==> src/sv/pgcm_pkg.sv <==
// ----------------------------------------------------------------------------
// pgcm_pkg
// Shared constants and types for the palette gradient color mapper.
// ----------------------------------------------------------------------------
package pgcm_pkg;

  localparam int PALETTE_MAX_DEF   = 5;
  localparam int POS_FRAC_BITS_DEF = 16;

  // palette entries reachable through the register port
  localparam int PAL_REGS = 5;

  localparam int COLOR_W   = 24;
  localparam int CHAN_W    = 8;
  localparam int COUNT_W   = 3;
  localparam int CFG_IDX_W = 3;

  // register indexes
  localparam logic [CFG_IDX_W-1:0] CFG_RAINBOW = 3'd0;
  localparam logic [CFG_IDX_W-1:0] CFG_COUNT   = 3'd1;
  localparam logic [CFG_IDX_W-1:0] CFG_PAL0    = 3'd2;

  localparam logic [COLOR_W-1:0] WHITE_BGR  = 24'hFFFFFF;
  localparam logic [COLOR_W-1:0] PAL0_RESET = 24'h0000FF;
  localparam logic [COLOR_W-1:0] PAL1_RESET = 24'hFF0000;

  localparam logic [COUNT_W-1:0] COUNT_RESET = 3'd2;

  // per-stage load enables of the datapath pipeline
  typedef struct packed {
    logic s1;
    logic s2;
    logic s3;
  } pgcm_en_t;

endpackage

==> src/sv/pgcm_cfg.sv <==
// ----------------------------------------------------------------------------
// pgcm_cfg
// Configuration register file: mode, palette count and palette entries.
// ----------------------------------------------------------------------------
module pgcm_cfg #(
  parameter int PaletteMax = pgcm_pkg::PALETTE_MAX_DEF
) (
  input  logic                                            clk_i,
  input  logic                                            rst_ni,
  input  logic                                            cfg_valid_i,
  output logic                                            cfg_ready_o,
  input  logic [pgcm_pkg::CFG_IDX_W-1:0]                  cfg_index_i,
  input  logic [pgcm_pkg::COLOR_W-1:0]                    cfg_data_i,
  output logic                                            rainbow_o,
  output logic [pgcm_pkg::COUNT_W-1:0]                    count_o,
  output logic [PaletteMax-1:0][pgcm_pkg::COLOR_W-1:0]    palette_o
);
  import pgcm_pkg::*;

  logic                                 rainbow_q;
  logic [COUNT_W-1:0]                   count_q;
  logic [PaletteMax-1:0][COLOR_W-1:0]   palette_q;
  logic                                 wr;

  assign cfg_ready_o = 1'b1;
  assign wr          = cfg_valid_i & cfg_ready_o;

  always_ff @(posedge clk_i or negedge rst_ni) begin
    if (!rst_ni) begin
      rainbow_q <= 1'b0;
      count_q   <= COUNT_RESET;
      for (int k = 0; k < PaletteMax; k++) begin
        if (k == 0) begin
          palette_q[k] <= PAL0_RESET;
        end else if (k == 1) begin
          palette_q[k] <= PAL1_RESET;
        end else begin
          palette_q[k] <= '0;
        end
      end
    end else if (wr) begin
      if (cfg_index_i == CFG_RAINBOW) begin
        rainbow_q <= cfg_data_i[0];
      end
      if (cfg_index_i == CFG_COUNT) begin
        count_q <= cfg_data_i[COUNT_W-1:0];
      end
      for (int k = 0; k < PaletteMax; k++) begin
        if (k < PAL_REGS && cfg_index_i == CFG_IDX_W'(int'(CFG_PAL0) + k)) begin
          palette_q[k] <= cfg_data_i;
        end
      end
    end
  end

  assign rainbow_o = rainbow_q;
  // counts above the store depth saturate
  assign count_o   = (count_q > COUNT_W'(PaletteMax)) ? COUNT_W'(PaletteMax) : count_q;
  assign palette_o = palette_q;

endmodule

==> src/sv/pgcm_hue.sv <==
// ----------------------------------------------------------------------------
// pgcm_hue
// Three-stage hue wheel: position scaling, sector split, ramp scaling; channel packing is combinational.
// ----------------------------------------------------------------------------
module pgcm_hue #(
  parameter int PosFracBits = pgcm_pkg::POS_FRAC_BITS_DEF
) (
  input  logic                          clk_i,
  input  pgcm_pkg::pgcm_en_t            en_i,
  input  logic [PosFracBits:0]          pos_i,
  output logic [pgcm_pkg::COLOR_W-1:0]  color_o
);
  import pgcm_pkg::*;

  localparam int TW = PosFracBits + 4;
  localparam int XW = PosFracBits + 1;
  localparam int PW = PosFracBits + 9;
  localparam logic [3:0] HUE_SECTORS = 4'd6;
  localparam logic [XW-1:0] ONE = {1'b1, {PosFracBits{1'b0}}};

  localparam logic [2:0] SEC_RED_YEL  = 3'd0;
  localparam logic [2:0] SEC_YEL_GRN  = 3'd1;
  localparam logic [2:0] SEC_GRN_CYN  = 3'd2;
  localparam logic [2:0] SEC_CYN_BLU  = 3'd3;
  localparam logic [2:0] SEC_BLU_MAG  = 3'd4;

  localparam logic [CHAN_W-1:0] FULL = 8'hFF;
  localparam logic [CHAN_W-1:0] ZERO = 8'h00;

  logic [TW-1:0]     t_d, t_q;
  logic [3:0]        hi;
  logic [2:0]        sec_d, sec_q, sec3_q;
  logic [XW-1:0]     xf_d, xf_q;
  logic [PW-1:0]     prod;
  logic [CHAN_W-1:0] x_d, x_q;

  // position times six: hue counted in 60-degree sectors
  assign t_d = TW'({pos_i, 2'b00}) + TW'({pos_i, 1'b0});

  assign hi    = t_q[TW-1:PosFracBits];
  assign sec_d = (hi >= HUE_SECTORS) ? 3'(hi - HUE_SECTORS) : hi[2:0];
  assign xf_d  = sec_d[0] ? (ONE - {1'b0, t_q[PosFracBits-1:0]})
                          : {1'b0, t_q[PosFracBits-1:0]};

  // xf * 255
  assign prod = PW'({xf_q, 8'h00}) - PW'(xf_q);
  assign x_d  = prod[PosFracBits+7:PosFracBits];

  always_ff @(posedge clk_i) begin
    if (en_i.s1) begin
      t_q <= t_d;
    end
    if (en_i.s2) begin
      sec_q <= sec_d;
      xf_q  <= xf_d;
    end
    if (en_i.s3) begin
      sec3_q <= sec_q;
      x_q    <= x_d;
    end
  end

  always_comb begin
    case (sec3_q)
      SEC_RED_YEL: color_o = {ZERO, x_q, FULL};
      SEC_YEL_GRN: color_o = {ZERO, FULL, x_q};
      SEC_GRN_CYN: color_o = {x_q, FULL, ZERO};
      SEC_CYN_BLU: color_o = {FULL, x_q, ZERO};
      SEC_BLU_MAG: color_o = {FULL, ZERO, x_q};
      default:     color_o = {x_q, ZERO, FULL};
    endcase
  end

endmodule

==> src/sv/pgcm_lerp.sv <==
// ----------------------------------------------------------------------------
// pgcm_lerp
// Three-stage palette interpolation: segment scale, entry select, weighting.
// ----------------------------------------------------------------------------
module pgcm_lerp #(
  parameter int PaletteMax  = pgcm_pkg::PALETTE_MAX_DEF,
  parameter int PosFracBits = pgcm_pkg::POS_FRAC_BITS_DEF
) (
  input  logic                                          clk_i,
  input  pgcm_pkg::pgcm_en_t                            en_i,
  input  logic [PosFracBits:0]                          pos_i,
  input  logic [pgcm_pkg::COUNT_W-1:0]                  count_i,
  input  logic [PaletteMax-1:0][pgcm_pkg::COLOR_W-1:0]  palette_i,
  output logic [pgcm_pkg::COLOR_W-1:0]                  color_o
);
  import pgcm_pkg::*;

  localparam int SW = PosFracBits + 4;
  localparam int FW = PosFracBits + 1;
  localparam int NW = PosFracBits + 9;
  localparam int IW = $clog2(PaletteMax);
  localparam logic [FW-1:0] ONE = {1'b1, {PosFracBits{1'b0}}};

  logic [COUNT_W-1:0]       nm1_in;
  logic [SW-1:0]            s_d, s_q;
  logic [COUNT_W-1:0]       n_q, nm1;
  logic [3:0]               hi;
  logic [IW-1:0]            sel1, sel2;
  logic [COLOR_W-1:0]       ent1, ent2;
  logic [COLOR_W-1:0]       c1_d, c2_d, c1_q, c2_q;
  logic [PosFracBits-1:0]   frac_d, frac_q;
  logic [FW-1:0]            wf;
  logic [2:0][NW-1:0]       num_d, num_q;

  assign nm1_in = count_i - COUNT_W'(1);
  assign s_d    = SW'(pos_i) * SW'(nm1_in);

  assign nm1 = n_q - COUNT_W'(1);
  assign hi  = s_q[SW-1:PosFracBits];

  always_comb begin
    c1_d   = WHITE_BGR;
    c2_d   = WHITE_BGR;
    frac_d = '0;
    sel1   = hi[IW-1:0];
    sel2   = IW'(hi[IW-1:0] + IW'(1));
    if (n_q != '0 && hi >= 4'(nm1)) begin
      // at or past the end, or a single entry: hold the last entry in use
      sel1 = nm1[IW-1:0];
      sel2 = nm1[IW-1:0];
    end
    ent1 = '0;
    ent2 = '0;
    for (int k = 0; k < PaletteMax; k++) begin
      if (sel1 == IW'(k)) begin
        ent1 = palette_i[k];
      end
      if (sel2 == IW'(k)) begin
        ent2 = palette_i[k];
      end
    end
    if (n_q != '0) begin
      c1_d = ent1;
      c2_d = ent2;
      if (hi < 4'(nm1)) begin
        frac_d = s_q[PosFracBits-1:0];
      end
    end
  end

  assign wf = ONE - {1'b0, frac_q};

  always_comb begin
    for (int ch = 0; ch < 3; ch++) begin
      num_d[ch] = NW'(c1_q[ch*CHAN_W +: CHAN_W]) * NW'(wf)
                + NW'(c2_q[ch*CHAN_W +: CHAN_W]) * NW'(frac_q);
    end
  end

  always_ff @(posedge clk_i) begin
    if (en_i.s1) begin
      s_q <= s_d;
      n_q <= count_i;
    end
    if (en_i.s2) begin
      c1_q   <= c1_d;
      c2_q   <= c2_d;
      frac_q <= frac_d;
    end
    if (en_i.s3) begin
      num_q <= num_d;
    end
  end

  assign color_o = {num_q[2][PosFracBits+7:PosFracBits],
                    num_q[1][PosFracBits+7:PosFracBits],
                    num_q[0][PosFracBits+7:PosFracBits]};

endmodule

==> src/sv/palette_gradient_color_mapper.sv <==
// ----------------------------------------------------------------------------
// palette_gradient_color_mapper
// Maps a gradient position to a packed 0xBBGGRR color, by hue wheel or by
// linear interpolation over a configured palette.
// ----------------------------------------------------------------------------
//  channel   handshake               payload
//  input     in_valid_i/in_stall_o   position_i
//  output    out_valid_o/out_stall_i color_out_o
//  config    cfg_valid_i/cfg_ready_o cfg_index_i, cfg_data_i
//
//  Four register stages; a position passes s1, s2, s3 and the output register.
//  The rate is set by the shared stage enables, one position per clock while
//  the output is not stalled. Reset clears the valid bits and puts the config
//  registers at their reset values; the datapath registers have no reset. A
//  stall at the output backs up stage by stage; empty stages keep filling, so
//  the input stalls only once the pipe is full.
module palette_gradient_color_mapper #(
  parameter int PaletteMax  = pgcm_pkg::PALETTE_MAX_DEF,
  parameter int PosFracBits = pgcm_pkg::POS_FRAC_BITS_DEF
) (
  input  logic                            clk_i,
  input  logic                            rst_ni,
  input  logic                            in_valid_i,
  output logic                            in_stall_o,
  input  logic [PosFracBits:0]            position_i,
  output logic                            out_valid_o,
  input  logic                            out_stall_i,
  output logic [pgcm_pkg::COLOR_W-1:0]    color_out_o,
  input  logic                            cfg_valid_i,
  output logic                            cfg_ready_o,
  input  logic [pgcm_pkg::CFG_IDX_W-1:0]  cfg_index_i,
  input  logic [pgcm_pkg::COLOR_W-1:0]    cfg_data_i
);
  import pgcm_pkg::*;

  logic                               rainbow;
  logic [COUNT_W-1:0]                 count;
  logic [PaletteMax-1:0][COLOR_W-1:0] palette;
  pgcm_en_t                           en;
  logic                               en_out;
  logic                               v1_q, v2_q, v3_q, vo_q;
  logic                               m1_q, m2_q, m3_q;
  logic [COLOR_W-1:0]                 hue_color, lerp_color;
  logic [COLOR_W-1:0]                 color_d, color_q;

  pgcm_cfg #(.PaletteMax(PaletteMax)) u_cfg (
    .clk_i      (clk_i),
    .rst_ni     (rst_ni),
    .cfg_valid_i(cfg_valid_i),
    .cfg_ready_o(cfg_ready_o),
    .cfg_index_i(cfg_index_i),
    .cfg_data_i (cfg_data_i),
    .rainbow_o  (rainbow),
    .count_o    (count),
    .palette_o  (palette)
  );

  // a stage loads when it is empty or its successor loads
  assign en_out = ~vo_q | ~out_stall_i;
  assign en.s3  = ~v3_q | en_out;
  assign en.s2  = ~v2_q | en.s3;
  assign en.s1  = ~v1_q | en.s2;
  assign in_stall_o = ~en.s1;

  pgcm_hue #(.PosFracBits(PosFracBits)) u_hue (
    .clk_i  (clk_i),
    .en_i   (en),
    .pos_i  (position_i),
    .color_o(hue_color)
  );

  pgcm_lerp #(.PaletteMax(PaletteMax), .PosFracBits(PosFracBits)) u_lerp (
    .clk_i    (clk_i),
    .en_i     (en),
    .pos_i    (position_i),
    .count_i  (count),
    .palette_i(palette),
    .color_o  (lerp_color)
  );

  always_ff @(posedge clk_i or negedge rst_ni) begin
    if (!rst_ni) begin
      v1_q <= 1'b0;
      v2_q <= 1'b0;
      v3_q <= 1'b0;
      vo_q <= 1'b0;
    end else begin
      if (en.s1) v1_q <= in_valid_i;
      if (en.s2) v2_q <= v1_q;
      if (en.s3) v3_q <= v2_q;
      if (en_out) vo_q <= v3_q;
    end
  end

  assign color_d = m3_q ? hue_color : lerp_color;

  always_ff @(posedge clk_i) begin
    if (en.s1) m1_q <= rainbow;
    if (en.s2) m2_q <= m1_q;
    if (en.s3) m3_q <= m2_q;
    if (en_out) color_q <= color_d;
  end

  assign out_valid_o = vo_q;
  assign color_out_o = color_q;

endmodule

==> config.mk <==
export PLATFORM = sky130hd
export DESIGN_NAME = palette_gradient_color_mapper
export DESIGN_NICKNAME = d
export VERILOG_FILES = /design/src/sv/pgcm_pkg.sv /design/src/sv/pgcm_cfg.sv /design/src/sv/pgcm_hue.sv /design/src/sv/pgcm_lerp.sv /design/src/sv/palette_gradient_color_mapper.sv
export SDC_FILE = /design/constraint.sdc
export NUM_CORES = 2
export LEC_CHECK = 0
export BUFFER_PORTS_ARGS = -buffer_cell sky130_fd_sc_hd__buf_2
export CAP_MARGIN = 20
export CORE_AREA = 2 2 256 258
export DETAILED_ROUTE_END_ITERATION = 6
export DIE_AREA = 0 0 258 260
export HOLD_SLACK_MARGIN = 0.02
export PLACE_DENSITY = 0.78
export SLEW_MARGIN = 20
export SYNTH_ARGS = -nofsm -noshare
export SYNTH_HDL_FRONTEND = slang
export SYNTH_SLANG_ARGS = --single-unit
export TNS_END_PERCENT = 1
==> constraint.sdc <==
create_clock -name clk_i -period 9.65 [get_ports clk_i]
set_clock_uncertainty 0.15 [all_clocks]
set_input_delay 0.4825 -clock clk_i [delete_from_list [all_inputs] [get_ports clk_i]]
set_output_delay 0.4825 -clock clk_i [all_outputs]
set_load 0.05 [all_outputs]
== Yosys cells after proc, flatten, opt, wreduce, memory -nomap -nowiden ==
Cells that the tools add are included.
Storage, ports and cells
  flip-flop bits (word level): 365
  input bits: 49
  output and inout bits: 27
  logic and storage cells: 110
Cells by class
  add/sub/neg operators: 11
  multipliers: 7
  $lt $le $gt $ge: 4
  equal/unequal tests: 18
  muxes and demuxes: 17
  bitwise operators: 10
  reduce and logical (&&, ||, !) cells: 14
Operators with widths (number)
  24-bit 2-to-1 mux: 11
  24-bit case mux with 5 select lines: 1
  24-bit adder: 3
  8-bit by 16-bit multiplier with 24-bit output: 3
  8-bit by 17-bit multiplier with 24-bit output: 3
  17-bit by 16-bit subtractor with 17-bit output (first input constant): 2
  3-bit by 2-bit equality test with 1-bit output (second input constant): 8
  24-bit by 17-bit subtractor with 24-bit output: 1
  19-bit by 18-bit adder with 20-bit output: 1
  17-bit by 3-bit multiplier with 20-bit output: 1
  3-bit equality test (second input constant): 6
  16-bit 2-to-1 mux: 1
  2-bit AND reduction: 8
  3-bit by 1-bit equality test with 1-bit output (second input constant): 4
  3-bit zero test: 4
  3-bit 2-to-1 mux: 4
  1-bit inverter: 6
  3-bit by 1-bit subtractor with 3-bit output (second input constant): 2
  4-bit by 3-bit greater-or-equal comparator with 1-bit output: 1
  4-bit by 3-bit greater-or-equal comparator with 1-bit output (second input constant): 1
  4-bit by 3-bit < comparator with 1-bit output: 1
  1-bit bitwise OR: 4
  3-bit by 1-bit adder with 3-bit output (second input constant): 1
  3-bit greater-than comparator (second input constant): 1
  other kinds (3): 3

== Logic depth before layout (Yosys ltp) ==
  depth in word-level cells: 10
  gate-level depth with buffers: 28
  mapped depth without buffers: 25

== Cells and area by module ==
Synthesis repeated with hierarchy kept, for this count alone.
Second synthesis, totals
  cell total of the unflattened synthesis: 3998
  area total of the unflattened synthesis: 40371.2 um2
Modules (own cells, without submodules)
  pgcm_lerp: times used 1, cells each 3316, area each 30650.6 um2, seq. area each 3333.2 um2
  pgcm_cfg: times used 1, cells each 273, area each 4928.5 um2, seq. area each 3124.2 um2
  pgcm_hue: times used 1, cells each 341, area each 3425.8 um2, seq. area each 1471.4 um2
  palette_gradient_color_mapper: times used 1, cells each 68, area each 1366.3 um2, seq. area each 910.9 um2

== Worst setup path before layout ==
OpenSTA, ideal clock, no wires.
  path kind: register -> register
  start: reg u_lerp.frac_q[9]
  end: reg u_lerp.num_q, in the netlist u_lerp.color_o[7] (data pin)
  library setup time: 0.259 ns
  data arrival time: 7.042 ns
  required time: 9.241 ns
  slack: 2.199 ns
  cell stages (with the launch flop): 27
  path buffers: 2
  period minus slack after synthesis: 7.451 ns
  path through: edfxtp_1 clkbuf_2 or4_4 or3_4 or4_4 nor2_1 xnor2_1 clkbuf_1 nand2_1 fa_1 fa_1 inv_1 fa_1 fa_1 fa_1 inv_1 fa_1 inv_1 ha_1 a21o_1 a21o_1 a21oi_1 nor2b_1 a21oi_1 a21oi_1 a21oi_1 xnor2_1
RTL lines
  start, declared: RTL line pgcm_lerp.sv:31  | logic [PosFracBits-1:0] frac_d, frac_q;
  start signal, assigned: RTL line pgcm_lerp.sv:88  | frac_q <= frac_d;
  end signal, assigned: RTL line pgcm_lerp.sv:91  | num_q <= num_d;
  end, declared: RTL line pgcm_lerp.sv:33  | logic [2:0][NW-1:0] num_d, num_q;

==> run summary <==
Status = finished with violations
Violated checks = DRC
Crit Reg-Reg Endpoint = u_lerp.color_o[7]
Worst setup margin = 1250 ps
Post-Syn Instances = 3979
Placed cell count = 4769
Final count of negative-setup-slack endpoints = 0
Min-delay worst type = in2reg
Post-synthesis adder-cell area fraction = 0.412
Crit path launch type = flop
Clock H-tree levels = 2
Largest net degree at the start of global routing = 77
Reg2Reg Depth = 25
Core area = 64100 um^2
Resized cells post-CTS = 0
Largest family of logic cells by synthesized area = adder cells
Max_cap viols = 0
Fin crit share = 0.870
Height of the die = 260 um
Initial antenna violation count = 1
TritonCTS buffer count = 35
Seq cells post-synth = 315
Post-CTS Setup Inserts = 0
Clock Tree Root = clkbuf_16
Worst Tran Pin Value = 1150 ps
RSZ-0062 raised after global routing = no
Total global routing overflow = 0
Min-delay src = cfg_data_i[20]
Clk sinks = 315
Hold Path Stages = 2
Fin. Hold Viols = 0
Fin area = 42000 um^2
Ports = 76
Drt total wl = 95500 um
Fin Setup TNS = 0 ps
Synthesized Nets = 4939
Mux cell area share after synthesis = 0.0387
Critical Path Sink Type = flop
Tot GR Track Use = 0.297
Global-route wire length before repair = 156000 um
CTS tree = yes
I/O Buffers = 74
Vias in the first global route = 29000
Syn Area/Cell = 9.93 um^2
Simple-Gate Fraction of Synth Area = 0.141
Worst hold path endpoint = u_cfg.palette_o[20]
CP Class = reg2reg
Pre-CTS setup slack = 1320 ps
Post-place instance area = 40900 um^2
Distinct cells, synth = 64
Worst r2r src = u_lerp.frac_q[6]
CTS clk-pin slew, worst paths = 70 ps
Post-DR wirelength/cell = 19.7 um
Share of layout cells above drive strength 1 = 0.0922
Die area = 67100 um^2
Yosys Warn Count = 0
Hold_buf cts = 2
Drt drc = 2
Cells taking the most area after synthesis = fa_1, edfxtp_1, ha_1
Post-DRT Antenna Nets = 0
Most common cell after layout, fill and taps aside = inv_1
DR vias = 27800
Crit path required time = 9800 ps
Final nets = 4913
Post-Synth XOR/XNOR Area = 0.0224
Rows = 93
Initial Util = 0.617
Chip width = 258 um
Worst R2R Setup Slack = 1250 ps
Placer Congestion = 0.891
Clock Latency Late Sink = 550 ps
Worst-path fanout max = 29
Initial DRC count = 2279
Most frequent cells in the layout = inv_1, fa_1, nand2_1
Vias per Instance = 5.75
Synth area leader = fa_1
Synth Cell Area = 39500 um^2
Clock tree buffer depth = 3
Sequential-to-total area share from yosys stat = 0.224
Main synth FF type = edfxtp_1
Post-synth EDFFs = 187
Post-synthesis compound-gate area fraction = 0.0649
DRT Pass-1 Iters = 7
Area growth syn-to-layout = 6.30%
Final min period = 8400 ps
Non-filler cells, final = 4837
Post-DP HPWL = 70700 um
WP data arrival = 8550 ps
Post-synth top area share = 0.331
Ys async rst share = 0.406
Slew Viols, Final = 0
FMAX = 0.119 GHz
Max-Slew Margin vs Limit = 0.235
-- state kept, by name, summed over array words and instances, names as in the netlist, 19 cells and up --
name / cells
color_out_o: 24
u_cfg.palette_o: 120
u_hue.t_q: 19
u_lerp.c1_q: 24
u_lerp.c2_q: 24
u_lerp.color_o: 24
u_lerp.s_q: 20
-- final cells by class --
type	count	area (um^2)
multi-input cells	2643	27100
clock inverters	18	154
repair buffers	132	813
flip-flops and latches	315	8840
diodes	2	5.00
fillers	4905	22100
well taps	855	1070
inverters	826	3100
clock buffers	46	968
-- worst max-delay path, cell delays in order (launching register included) --
cell      delay, ps
edfxtp_1        850
or4_4           690
or3_4           360
or4_4           440
nor2_1          190
xnor2_2         130
buf_4           370
nand2_1         160
fa_1            530
fa_1            540
inv_1            50
fa_1            470
fa_1            500
fa_1            490
inv_1            60
fa_1            490
inv_1            40
ha_1            350
a21o_1          210
a21o_1          190
a21oi_1         140
nor2b_1          50
a21oi_1         250
a21oi_1         150
a21oi_1         200
xnor2_1          90
-- kinds of logic after synthesis --
family,after synthesis
xor+xnor,101
simple gates,1112
compound gates,382
fa+ha+maj,911
flops,315
mux,136
buf+inv,1021
other cells,1
-- worst max path at each step --
stage                                start                end  cells after the start
after global routing      u_lerp.frac_q[1]  u_lerp.color_o[7]                     24
after global placement    u_lerp.frac_q[6]  u_lerp.color_o[7]                     25
after CTS                 u_lerp.frac_q[6]  u_lerp.color_o[7]                     25
final                     u_lerp.frac_q[6]  u_lerp.color_o[7]                     25
after detailed placement  u_lerp.frac_q[6]  u_lerp.color_o[7]                     25
after floorplan           u_lerp.frac_q[9]  u_lerp.color_o[7]                     26
-- cell usage after synthesis, types with 4 or more instances --
library cell  number
a211oi_1           4
a21o_1            14
a21oi_1           98
a221oi_1          51
a222oi_1          23
a22o_1            24
a31oi_1           16
and2_1           418
and3_1             5
buf_1              7
buf_2              5
clkbuf_1         181
dfrtp_1          111
dfstp_2           17
edfxtp_1         187
fa_1             653
ha_1             258
inv_1            826
mux2_2           134
nand2_1          479
nand2b_1          40
nand3_1           12
nand4_1            9
nand4b_1           4
nor2_1            79
nor2b_1           20
nor3_1            22
nor4_1             5
o21a_1            13
o21ai_0           89
o221ai_1          10
o22ai_1            4
o31a_1             5
o31ai_1            6
or2_2              4
or3_1              5
xnor2_1           77
xor2_1            24
-- routing by layer --
metal | global-route usage | routed length [um]
met5 | 0 | 0
met4 | 0.125 | 4390
met3 | 0.0366 | 7560
met2 | 0.490 | 46100
met1 | 0.402 | 37400
-- through the flow --
stage	utilization	hold slack [ps]
after floorplan	-	36.9
after global placement	0.638	266
after detailed placement	0.638	272
after CTS	0.655	53.6
after global routing	0.655	63.8
final	0.655	69.9
Power is left out: the tool's default activity adds up to more than one toggle a clock period on the data nets, which glitch-free logic cannot reach.
